`config.mk`:
```
export PLATFORM = sky130hd
export DESIGN_NAME = linear_interp_resampler
export DESIGN_NICKNAME = d
export VERILOG_FILES = /design/src/lir_pkg.sv /design/src/lir_dp.sv /design/src/lir_ctrl.sv /design/src/linear_interp_resampler.sv
export SDC_FILE = /design/constraint.sdc
export NUM_CORES = 2
export LEC_CHECK = 0
export BUFFER_PORTS_ARGS = -buffer_cell sky130_fd_sc_hd__buf_2
export CAP_MARGIN = 20
export CORE_MARGIN = 1
export CORE_UTILIZATION = 25
export DETAILED_ROUTE_END_ITERATION = 8
export GPL_ROUTABILITY_DRIVEN = 0
export SETUP_SLACK_MARGIN = 0.4
export SYNTH_ARGS = -nofsm -noshare
export SYNTH_HDL_FRONTEND = slang
export SYNTH_HIERARCHICAL = 1
export SYNTH_SLANG_ARGS = --single-unit
```
`constraint.sdc`:
```
create_clock -name clk -period 8.6 [get_ports clk]
set_clock_uncertainty 0.1 [all_clocks]
set_input_delay 0.43 -clock clk [delete_from_list [all_inputs] [get_ports clk]]
set_output_delay 0.43 -clock clk [all_outputs]
set_load 0.02 [all_outputs]
```
`src/lir_pkg.sv`:
```
`timescale 1ns / 1ps

package lir_pkg;

    // Sample and position formats
    localparam int SAMPLE_BITS = 24;
    localparam int DIFF_BITS   = SAMPLE_BITS + 1;
    localparam int FRAC_BITS   = 16;
    localparam int INT_BITS    = 32;
    localparam int POS_BITS    = INT_BITS + FRAC_BITS;
    localparam int STEP_BITS   = 24;
    localparam int COUNT_BITS  = 32;
    localparam int PROD_BITS   = DIFF_BITS + FRAC_BITS + 2;

    // Per-request result cap and counter widths
    localparam int MAX_RESULTS  = 32;
    localparam int NRES_BITS    = $clog2(MAX_RESULTS + 1);
    localparam int DIV_CNT_BITS = $clog2(POS_BITS + 1);

    // Stream bus payload width, padded to whole bytes
    localparam int TDATA_BITS = ((2 * SAMPLE_BITS + 7) / 8) * 8;

    // Configuration port
    localparam int CFG_DATA_BITS  = 32;
    localparam int CFG_INDEX_BITS = 1;
    localparam logic [CFG_INDEX_BITS-1:0] REG_STEP          = CFG_INDEX_BITS'(0);
    localparam logic [CFG_INDEX_BITS-1:0] REG_OUTPUT_LENGTH = CFG_INDEX_BITS'(1);

    // Step of 1.0 after reset
    localparam logic [STEP_BITS-1:0] STEP_RESET = STEP_BITS'(1 << FRAC_BITS);

    // Rounding offset, half a fraction unit
    localparam logic signed [PROD_BITS-1:0] ROUND_HALF = PROD_BITS'(1 << (FRAC_BITS - 1));

    typedef enum logic [2:0] {
        ST_IDLE,
        ST_INTERP,
        ST_DIV,
        ST_HOLD,
        ST_FLUSH
    } lir_state_t;

    // Controller to datapath
    typedef struct packed {
        logic capture;
        logic gen;
        logic gen_hold;
        logic div_start;
        logic skip_apply;
        logic flush_push;
        logic finish;
    } lir_cmd_t;

    // Datapath to controller
    typedef struct packed {
        logic interp_ok;
        logic skip_need;
        logic hold_ok;
        logic can_gen;
        logic pend_valid;
        logic out_free;
        logic div_busy;
        logic last_flag;
    } lir_status_t;

endpackage

```
`src/lir_dp.sv`:
```
`timescale 1ns / 1ps

module lir_dp
(
    input  logic                                   clk,
    input  logic                                   rst_n,
    input  logic                                   cfg_wr_en,
    input  logic [lir_pkg::CFG_INDEX_BITS-1:0]     cfg_index,
    input  logic [lir_pkg::CFG_DATA_BITS-1:0]      cfg_data,
    input  logic signed [lir_pkg::SAMPLE_BITS-1:0] in_left,
    input  logic signed [lir_pkg::SAMPLE_BITS-1:0] in_right,
    input  logic                                   in_last,
    input  logic                                   out_ready,
    input  lir_pkg::lir_cmd_t                      cmd,
    output lir_pkg::lir_status_t                   st,
    output logic                                   out_valid,
    output logic signed [lir_pkg::SAMPLE_BITS-1:0] out_left,
    output logic signed [lir_pkg::SAMPLE_BITS-1:0] out_right,
    output logic                                   out_last,
    output logic                                   out_end
);

    localparam int SB = lir_pkg::SAMPLE_BITS;
    localparam int PB = lir_pkg::POS_BITS;
    localparam int TB = lir_pkg::POS_BITS + 1;
    localparam int CB = lir_pkg::COUNT_BITS;
    localparam int WB = lir_pkg::STEP_BITS;
    localparam int FB = lir_pkg::FRAC_BITS;
    localparam int XB = lir_pkg::PROD_BITS;
    localparam int DB = lir_pkg::DIFF_BITS;

    // Configuration and stream state
    logic [WB-1:0]         step_reg, step_next;
    logic [CB-1:0]         len_reg, len_next;
    logic [PB-1:0]         pos_reg, pos_next;
    logic [CB-1:0]         icnt_reg, icnt_next;
    logic [CB-1:0]         emit_reg, emit_next;
    logic                  have_prev_reg, have_prev_next;
    logic signed [SB-1:0]  prev_l_reg, prev_l_next;
    logic signed [SB-1:0]  prev_r_reg, prev_r_next;
    logic [lir_pkg::NRES_BITS-1:0] nres_reg, nres_next;
    logic                  last_reg, last_next;

    // Pending result (product stage) and output register
    logic                  pend_valid_reg, pend_valid_next;
    logic                  out_valid_reg, out_valid_next;
    logic signed [SB-1:0]  cur_l_reg, cur_l_next;
    logic signed [SB-1:0]  cur_r_reg, cur_r_next;
    logic signed [SB-1:0]  pa_l_reg, pa_l_next;
    logic signed [SB-1:0]  pa_r_reg, pa_r_next;
    logic signed [XB-1:0]  pp_l_reg, pp_l_next;
    logic signed [XB-1:0]  pp_r_reg, pp_r_next;
    logic                  pend_end_reg, pend_end_next;
    logic signed [SB-1:0]  out_l_reg, out_l_next;
    logic signed [SB-1:0]  out_r_reg, out_r_next;
    logic                  out_last_reg, out_last_next;
    logic                  out_end_reg, out_end_next;

    // Skip divider
    logic                  div_busy_reg, div_busy_next;
    logic [lir_pkg::DIV_CNT_BITS-1:0] div_cnt_reg, div_cnt_next;
    logic [PB-1:0]         div_quo_reg, div_quo_next;
    logic [WB-1:0]         div_rem_reg, div_rem_next;

    // Combinational terms
    logic [WB-1:0]         stp;
    logic [lir_pkg::INT_BITS-1:0] pos_int;
    logic [FB-1:0]         frac;
    logic [CB-1:0]         idx_lim;
    logic                  pos_in, emit_room, cap_room, out_free, push;
    logic signed [DB-1:0]  diff_l, diff_r;
    logic signed [FB:0]    frac_s;
    logic signed [XB-1:0]  prod_l, prod_r, rnd_l, rnd_r;
    logic [TB-1:0]         target, dividend, skip, new_pos;
    logic [CB-1:0]         room;
    logic [WB:0]           rem_sh, rem_sub;

    // Interval and cap checks
    always_comb
    begin
        stp       = (step_reg == '0) ? WB'(1) : step_reg;
        pos_int   = pos_reg[PB-1:FB];
        frac      = pos_reg[FB-1:0];
        idx_lim   = icnt_reg - CB'(1);
        pos_in    = pos_int <= idx_lim;
        emit_room = emit_reg < len_reg;
        cap_room  = nres_reg < lir_pkg::NRES_BITS'(lir_pkg::MAX_RESULTS);
        out_free  = !out_valid_reg || out_ready;

        st.interp_ok  = have_prev_reg && cap_room && emit_room && pos_in;
        st.skip_need  = have_prev_reg && emit_room && pos_in;
        st.hold_ok    = cap_room && emit_room;
        st.can_gen    = !pend_valid_reg || out_free;
        st.pend_valid = pend_valid_reg;
        st.out_free   = out_free;
        st.div_busy   = div_busy_reg;
        st.last_flag  = last_reg;
    end

    // Blend products, rounding and skip arithmetic
    always_comb
    begin
        diff_l  = DB'(cur_l_reg) - DB'(prev_l_reg);
        diff_r  = DB'(cur_r_reg) - DB'(prev_r_reg);
        frac_s  = $signed({1'b0, frac});
        prod_l  = XB'(diff_l) * XB'(frac_s);
        prod_r  = XB'(diff_r) * XB'(frac_s);
        rnd_l   = (pp_l_reg + lir_pkg::ROUND_HALF) >>> FB;
        rnd_r   = (pp_r_reg + lir_pkg::ROUND_HALF) >>> FB;

        // end of the current interval; a zero count means 2^32
        target   = {(icnt_reg == '0), icnt_reg, {FB{1'b0}}};
        dividend = target - TB'(pos_reg) - TB'(1);
        skip     = TB'(div_quo_reg) + TB'(1);
        room     = len_reg - emit_reg;
        new_pos  = target - TB'(1) - TB'(div_rem_reg) + TB'(stp);

        rem_sh   = {div_rem_reg, div_quo_reg[PB-1]};
        rem_sub  = rem_sh - (WB + 1)'(stp);
    end

    assign push = (cmd.gen && pend_valid_reg) || cmd.flush_push;

    // Next-state logic
    always_comb
    begin
        step_next       = step_reg;
        len_next        = len_reg;
        pos_next        = pos_reg;
        icnt_next       = icnt_reg;
        emit_next       = emit_reg;
        have_prev_next  = have_prev_reg;
        prev_l_next     = prev_l_reg;
        prev_r_next     = prev_r_reg;
        nres_next       = nres_reg;
        last_next       = last_reg;
        pend_valid_next = pend_valid_reg;
        out_valid_next  = out_valid_reg;
        cur_l_next      = cur_l_reg;
        cur_r_next      = cur_r_reg;
        pa_l_next       = pa_l_reg;
        pa_r_next       = pa_r_reg;
        pp_l_next       = pp_l_reg;
        pp_r_next       = pp_r_reg;
        pend_end_next   = pend_end_reg;
        out_l_next      = out_l_reg;
        out_r_next      = out_r_reg;
        out_last_next   = out_last_reg;
        out_end_next    = out_end_reg;
        div_busy_next   = div_busy_reg;
        div_cnt_next    = div_cnt_reg;
        div_quo_next    = div_quo_reg;
        div_rem_next    = div_rem_reg;

        // register writes
        if (cfg_wr_en)
        begin
            unique case (cfg_index)
                lir_pkg::REG_STEP:          step_next = cfg_data[WB-1:0];
                lir_pkg::REG_OUTPUT_LENGTH: len_next  = cfg_data[CB-1:0];
                default:                    ;
            endcase
        end

        // take a new frame
        if (cmd.capture)
        begin
            cur_l_next = in_left;
            cur_r_next = in_right;
            last_next  = in_last;
            nres_next  = '0;
        end

        // output register
        if (push)
        begin
            out_valid_next = 1'b1;
            out_l_next     = pa_l_reg + rnd_l[SB-1:0];
            out_r_next     = pa_r_reg + rnd_r[SB-1:0];
            out_last_next  = cmd.flush_push;
            out_end_next   = pend_end_reg;
        end
        else if (out_ready)
        begin
            out_valid_next = 1'b0;
        end

        // generate one result into the pending stage
        if (cmd.gen)
        begin
            pend_valid_next = 1'b1;
            pa_l_next       = cmd.gen_hold ? cur_l_reg : prev_l_reg;
            pa_r_next       = cmd.gen_hold ? cur_r_reg : prev_r_reg;
            pp_l_next       = cmd.gen_hold ? '0 : prod_l;
            pp_r_next       = cmd.gen_hold ? '0 : prod_r;
            pend_end_next   = (emit_reg + CB'(1)) == len_reg;
            emit_next       = emit_reg + CB'(1);
            nres_next       = nres_reg + lir_pkg::NRES_BITS'(1);
            if (!cmd.gen_hold)
            begin
                pos_next = pos_reg + PB'(stp);
            end
        end
        else if (cmd.flush_push)
        begin
            pend_valid_next = 1'b0;
        end

        // restoring divider for the skipped positions, one bit a cycle
        if (cmd.div_start)
        begin
            div_busy_next = 1'b1;
            div_cnt_next  = lir_pkg::DIV_CNT_BITS'(PB);
            div_quo_next  = dividend[PB-1:0];
            div_rem_next  = '0;
        end
        else if (div_busy_reg)
        begin
            if (!rem_sub[WB])
            begin
                div_rem_next = rem_sub[WB-1:0];
                div_quo_next = {div_quo_reg[PB-2:0], 1'b1};
            end
            else
            begin
                div_rem_next = rem_sh[WB-1:0];
                div_quo_next = {div_quo_reg[PB-2:0], 1'b0};
            end
            div_cnt_next = div_cnt_reg - lir_pkg::DIV_CNT_BITS'(1);
            if (div_cnt_reg == lir_pkg::DIV_CNT_BITS'(1))
            begin
                div_busy_next = 1'b0;
            end
        end

        // step over the dropped positions
        if (cmd.skip_apply)
        begin
            emit_next = (skip >= TB'(room)) ? len_reg : emit_reg + skip[CB-1:0];
            pos_next  = new_pos[PB-1:0];
        end

        // close the request: end of stream clears, otherwise keep the frame
        if (cmd.finish)
        begin
            if (last_reg)
            begin
                prev_l_next    = '0;
                prev_r_next    = '0;
                pos_next       = '0;
                icnt_next      = '0;
                emit_next      = '0;
                have_prev_next = 1'b0;
            end
            else
            begin
                prev_l_next    = cur_l_reg;
                prev_r_next    = cur_r_reg;
                have_prev_next = 1'b1;
                icnt_next      = icnt_reg + CB'(1);
            end
        end
    end

    // State registers
    always_ff @(posedge clk or negedge rst_n)
    begin
        if (!rst_n)
        begin
            step_reg       <= lir_pkg::STEP_RESET;
            len_reg        <= '0;
            pos_reg        <= '0;
            icnt_reg       <= '0;
            emit_reg       <= '0;
            have_prev_reg  <= 1'b0;
            prev_l_reg     <= '0;
            prev_r_reg     <= '0;
            nres_reg       <= '0;
            last_reg       <= 1'b0;
            pend_valid_reg <= 1'b0;
            out_valid_reg  <= 1'b0;
            div_busy_reg   <= 1'b0;
            div_cnt_reg    <= '0;
        end
        else
        begin
            step_reg       <= step_next;
            len_reg        <= len_next;
            pos_reg        <= pos_next;
            icnt_reg       <= icnt_next;
            emit_reg       <= emit_next;
            have_prev_reg  <= have_prev_next;
            prev_l_reg     <= prev_l_next;
            prev_r_reg     <= prev_r_next;
            nres_reg       <= nres_next;
            last_reg       <= last_next;
            pend_valid_reg <= pend_valid_next;
            out_valid_reg  <= out_valid_next;
            div_busy_reg   <= div_busy_next;
            div_cnt_reg    <= div_cnt_next;
        end
    end

    // Payload registers
    always_ff @(posedge clk)
    begin
        cur_l_reg    <= cur_l_next;
        cur_r_reg    <= cur_r_next;
        pa_l_reg     <= pa_l_next;
        pa_r_reg     <= pa_r_next;
        pp_l_reg     <= pp_l_next;
        pp_r_reg     <= pp_r_next;
        pend_end_reg <= pend_end_next;
        out_l_reg    <= out_l_next;
        out_r_reg    <= out_r_next;
        out_last_reg <= out_last_next;
        out_end_reg  <= out_end_next;
        div_quo_reg  <= div_quo_next;
        div_rem_reg  <= div_rem_next;
    end

    assign out_valid = out_valid_reg;
    assign out_left  = out_l_reg;
    assign out_right = out_r_reg;
    assign out_last  = out_last_reg;
    assign out_end   = out_end_reg;

endmodule

```
`src/lir_ctrl.sv`:
```
`timescale 1ns / 1ps

module lir_ctrl
(
    input  logic                 clk,
    input  logic                 rst_n,
    input  logic                 in_valid,
    output logic                 in_ready,
    input  lir_pkg::lir_status_t st,
    output lir_pkg::lir_cmd_t    cmd
);

    lir_pkg::lir_state_t state_reg, state_next;

    // State register
    always_ff @(posedge clk or negedge rst_n)
    begin
        if (!rst_n)
        begin
            state_reg <= lir_pkg::ST_IDLE;
        end
        else
        begin
            state_reg <= state_next;
        end
    end

    // Next state
    always_comb
    begin
        state_next = state_reg;
        unique case (state_reg)
            lir_pkg::ST_IDLE:
            begin
                if (in_valid)
                begin
                    state_next = lir_pkg::ST_INTERP;
                end
            end
            lir_pkg::ST_INTERP:
            begin
                if (!st.interp_ok)
                begin
                    if (st.last_flag)
                    begin
                        state_next = lir_pkg::ST_HOLD;
                    end
                    else if (st.skip_need)
                    begin
                        state_next = lir_pkg::ST_DIV;
                    end
                    else
                    begin
                        state_next = lir_pkg::ST_FLUSH;
                    end
                end
            end
            lir_pkg::ST_DIV:
            begin
                if (!st.div_busy)
                begin
                    state_next = lir_pkg::ST_FLUSH;
                end
            end
            lir_pkg::ST_HOLD:
            begin
                if (!st.hold_ok)
                begin
                    state_next = lir_pkg::ST_FLUSH;
                end
            end
            lir_pkg::ST_FLUSH:
            begin
                if (!st.pend_valid || st.out_free)
                begin
                    state_next = lir_pkg::ST_IDLE;
                end
            end
            default:
            begin
                state_next = lir_pkg::ST_IDLE;
            end
        endcase
    end

    // Commands
    always_comb
    begin
        cmd      = '0;
        in_ready = 1'b0;
        unique case (state_reg)
            lir_pkg::ST_IDLE:
            begin
                in_ready    = 1'b1;
                cmd.capture = in_valid;
            end
            lir_pkg::ST_INTERP:
            begin
                if (st.interp_ok)
                begin
                    cmd.gen = st.can_gen;
                end
                else if (!st.last_flag && st.skip_need)
                begin
                    cmd.div_start = 1'b1;
                end
            end
            lir_pkg::ST_DIV:
            begin
                cmd.skip_apply = !st.div_busy;
            end
            lir_pkg::ST_HOLD:
            begin
                cmd.gen_hold = 1'b1;
                cmd.gen      = st.hold_ok && st.can_gen;
            end
            lir_pkg::ST_FLUSH:
            begin
                if (!st.pend_valid)
                begin
                    cmd.finish = 1'b1;
                end
                else if (st.out_free)
                begin
                    cmd.flush_push = 1'b1;
                    cmd.finish     = 1'b1;
                end
            end
            default:
            begin
                cmd = '0;
            end
        endcase
    end

endmodule

```
`src/linear_interp_resampler.sv`:
```
`timescale 1ns / 1ps

// Stereo linear-interpolation resampler.
// Input stream: one request is one stereo frame, tlast marks the final frame.
// Output stream: resampled frames; tlast marks the last frame produced by one
// input request, tuser marks the frame that completes output_length.
// Configuration (step, output_length) is to be written only while the block
// is idle; the user is bound by this, the block itself does not enforce it.
// Timing: a frame is taken in the idle state; each result then takes one
// cycle of the interpolation loop while the pending stage can advance, and
// passes the pending stage into the output register. The next frame is taken
// once the request ends, after the hold results for a final frame.
// When more than 32 positions fall in one interval of a non-final frame, the
// dropped positions are counted by a one-bit-a-cycle divider in that request.
// Reset restores step 1.0, output_length 0 and clears all stream state.
// A receiver stall holds the output register; the loop then pauses once a
// second result waits in the pending stage, and resumes when it drains.

module linear_interp_resampler
(
    input  logic                                  clk,
    input  logic                                  rst_n,
    input  logic                                  cfg_wr_en,
    input  logic [lir_pkg::CFG_INDEX_BITS-1:0]    cfg_index,
    input  logic [lir_pkg::CFG_DATA_BITS-1:0]     cfg_data,
    input  logic                                  s_tvalid,
    output logic                                  s_tready,
    input  logic [lir_pkg::TDATA_BITS-1:0]        s_tdata,   // left_sample, right_sample
    input  logic                                  s_tlast,   // last_in
    output logic                                  m_tvalid,
    input  logic                                  m_tready,
    output logic [lir_pkg::TDATA_BITS-1:0]        m_tdata,   // left_out, right_out
    output logic                                  m_tlast,   // last_out
    output logic                                  m_tuser    // stream_end
);

    localparam int SB = lir_pkg::SAMPLE_BITS;

    lir_pkg::lir_cmd_t    cmd;
    lir_pkg::lir_status_t st;
    logic signed [SB-1:0] out_left, out_right;

    lir_ctrl u_ctrl
    (
        .clk      (clk),
        .rst_n    (rst_n),
        .in_valid (s_tvalid),
        .in_ready (s_tready),
        .st       (st),
        .cmd      (cmd)
    );

    lir_dp u_dp
    (
        .clk       (clk),
        .rst_n     (rst_n),
        .cfg_wr_en (cfg_wr_en),
        .cfg_index (cfg_index),
        .cfg_data  (cfg_data),
        .in_left   ($signed(s_tdata[SB-1:0])),
        .in_right  ($signed(s_tdata[2*SB-1:SB])),
        .in_last   (s_tlast),
        .out_ready (m_tready),
        .cmd       (cmd),
        .st        (st),
        .out_valid (m_tvalid),
        .out_left  (out_left),
        .out_right (out_right),
        .out_last  (m_tlast),
        .out_end   (m_tuser)
    );

    // Pack output payload, zero padding on top
    assign m_tdata = lir_pkg::TDATA_BITS'({out_right, out_left});

`ifndef ASSERT_OFF
    // Nothing may be left in the pending stage once a new frame is taken
    a_idle_no_pending: assert property (@(posedge clk) disable iff (!rst_n)
        s_tready |-> !st.pend_valid)
        else $error("pending result left over when input is ready");

    // One frame at a time
    a_one_frame: assert property (@(posedge clk) disable iff (!rst_n)
        (s_tvalid && s_tready) |=> !s_tready)
        else $error("input ready straight after a request");

    // The divider only runs inside a request
    a_div_busy: assert property (@(posedge clk) disable iff (!rst_n)
        st.div_busy |-> !s_tready)
        else $error("input ready while skip divider is busy");

    // Results are never generated outside a request
    a_gen_in_request: assert property (@(posedge clk) disable iff (!rst_n)
        cmd.gen |-> !s_tready && !cmd.finish)
        else $error("result generated outside a request");
`endif

endmodule

```
==> flow_summary.json <==
{
  "reg2reg_setup_slack_ps": 230,
  "numCtsBuffers": 66,
  "die_w_um": 519.0,
  "rr_worst_depth": 32,
  "setup_viol": 0,
  "fill_cells": 27920,
  "io_pins": 139,
  "io_buffers": 138,
  "max_freq_mhz": 119.5,
  "tightest_slew_ps": 1139,
  "ys_seq_area_frac": 0.2057,
  "crit_fanout": 6,
  "r2r-end": "u_dp/pp_l_reg[39]",
  "syn_area_mm2": 0.06682,
  "synth-edff-count": 245,
  "cts.sinks": 505,
  "clock_path_buffers": 3,
  "first_pass_iters": 9,
  "cap_violations": 0,
  "cp-end-kind": "register",
  "ys.warnings.count": 6,
  "synthFlopType": "edfxtp_1",
  "drtIter0Drc": 3676,
  "grt_max_degree": 121,
  "grt_pass1_vias": 52040,
  "area_growth_pct": 17.80,
  "r2r-start": "u_dp/cur_l_reg[5]",
  "wirelength_um": 189000,
  "status": "finished, violations left",
  "synth-seq-cells": 505,
  "maxSlewViolCount": 0,
  "die_area_mm2": 0.2694,
  "cp.arrival_ps": 8630,
  "slowest_delay_ps": 530,
  "core-area_mm2": 0.2656,
  "cp-endpoint": "u_dp/pp_l_reg[39]",
  "die_y_um": 519.0,
  "tritoncts": "done",
  "final_layout_size_suffix_gt1_frac": 0.1256,
  "ys_async_sr_fraction": 0.4673,
  "grt_overflow": 0,
  "hold_path.class": "in2reg",
  "maxSlewHeadroom": 0.2405,
  "avgRoutedWirePerCell_um": 16.55,
  "grt_util_all_layers": 0.1378,
  "timing.final.crit_period_ps": 8369,
  "drc": 26,
  "vias": 52360,
  "fin_util": 0.2964,
  "grt_pass1_wl_um": 295500,
  "viasPerCell": 4.586,
  "finalNonFillerCells": 11420,
  "worstHoldPathCells": 5,
  "grt_setup_unrepaired": "true",
  "start_util": 0.2516,
  "ant_nets": 0,
  "avgSynthCellArea_um2": 8.983,
  "antenna_found_initial": 8,
  "nets": 9284,
  "cp_slowest_cell": "fa_1",
  "clk_latency_ps": 690,
  "cts_root_buf": "clkbuf_16",
  "worst_ep_required_time_ps": 8870,
  "path_buf_inv": 4,
  "dpl.hpwl_um": 146900,
  "setup.worst_path.class": "reg2reg",
  "cp-start-kind": "register",
  "row_count": 189,
  "netlist_instances": 7439,
  "crit_family": "adder cells",
  "crit_top_cell": "fa_1",
  "cp_num_cells": 32,
  "syn_nets": 8896,
  "placed_cells_incl_taps": 11140,
  "htree_levels": 3,
  "min_period_over_period": 0.9732,
  "path_clk_slew_ps": 60,
  "critical_path.startpoint": "u_dp/cur_l_reg[5]",
  "violations": "DRC",
  "synth.distinct_cells": 95,
  "hold_violations": 0
}
[repair_timing]
item,4_1_cts,5_1_grt
cloned,0,2
pin swaps,92,176
hold endpoints to repair,220,0
hold buffers,82,0
resized for setup,111,225
endpoints found under the setup margin,30,63
buffers inserted,37,31
[logic make-up after synthesis]
group                    after synthesis  synth area share
XOR/XNOR                             567           0.07432
AO/OA/AOI/OAI                       1205            0.1153
buffers and inverters               1487           0.08433
AND/OR/NAND/NOR                     2189            0.1598
flip-flops                           505            0.2057
adder cells (fa/ha/maj)             1377            0.3431
multiplexers                         109           0.01751
[worst min path at each step]
| stage | startpoint | end | slack (ps) |
|---|---|---|---|
| floorplan | rst_n | u_ctrl/state_reg[0] | 30 |
| global placement | u_dp/div_rem_reg[15] | u_dp/div_rem_reg[16] | 390 |
| detailed placement | u_dp/div_rem_reg[12] | u_dp/div_rem_reg[12] | 400 |
| CTS | s_tvalid | u_ctrl/state_reg[0] | 60 |
| finish | s_tvalid | u_ctrl/state_reg[0] | 130 |
| global route | s_tvalid | u_dp/last_reg | 130 |
[area by class of cell]
cell class | count | area (µm²) | share of cell area
Timing Repair Buffer | 613 | 4882 | 0.06202
Clock buffer | 82 | 1772 | 0.02251
Tap cell | 3533 | 4420 | 0.05616
Inverter | 1194 | 4484 | 0.05697
Multi-Input combinational cell | 5447 | 48800 | 0.6199
Antenna cell | 4 | 10.01 | 0.0001272
Clock inverter | 40 | 581.8 | 0.007391
Sequential cell | 505 | 13770 | 0.1749
[synthesized netlist by cell type, types with 68 or more instances]
cell      instances  share of area
inv_1          1193          0.067
nand2_1         810          0.046
fa_1            761           0.23
ha_1            609           0.11
xnor2_1         426          0.056
nor2_1          358          0.020
and2_1          344          0.032
a21oi_1         313          0.023
o21ai_0         307          0.023
clkbuf_1        273          0.015
edfxtp_1        245           0.11
dfrtp_1         235          0.088
xor2_1          141          0.018
a21o_1          137          0.015
nand3_1         120         0.0090
nor3_1          110         0.0082
nor2b_1          96         0.0090
nand4_1          69         0.0065
a211oi_1         68         0.0076
nand2b_1         68         0.0064
[per-layer routing]
layer	wire (µm)	GRT usage	up-vias	part of all wire
met3	9124	0.01710	224	0.048
met2	88210	0.2263	1176	0.47
met5	13	0	-	0.000069
li1	-	-	25090	-
met1	86070	0.1876	25870	0.46
met4	5550	0.04232	2	0.029
[per-stage QoR]
stage | setup TNS, ps | hold WS, ps | cell area [µm²] | setup WS [ps]
floorplan | 0 | 34.41 | 66850 | 432.2
detailed placement | -1660 | 398.5 | 73470 | -309.4
finish | 0 | 134.8 | 78710 | 230.6
global placement | -826.3 | 388.9 | 73470 | -194.2
CTS | 0 | 63.86 | 77440 | 75.75
global route | -492.3 | 132.7 | 78710 | -179.3
[worst register-to-register path, delay by kind of cell, from the launching register on]
family                     cells  cell delay [ps]
AOI/OAI and AO/OA             12             2140
xor gates and xnor gates       1              150
adders and majority gates      8             3360
buffers and inverters          4              480
DFF                            1              410
and+or+nand+nor                7             1430
[layout by cell type, fill, tap and decap left out, types with 60 or more instances in the layout]
master         count
buf_4            336
a21o_1           136
xor2_1           140
inv_1           1164
ha_1             586
a211oi_1          60
buf_2            137
nand4_1           69
fa_1             728
o21ai_0          290
nand2_1          799
nand2b_1          66
nor2_1           348
dlygate4sd3_1     82
o21a_1            63
clkbuf_16         67
a21oi_1          286
nor3_1           104
and2_1           331
nor2b_1           90
dfrtp_1          218
edfxtp_1         245
xnor2_1          408
nand3_1          116
Power is not shown: default switching activity piles up to over one toggle a cycle in this logic, so the estimate is an artifact.
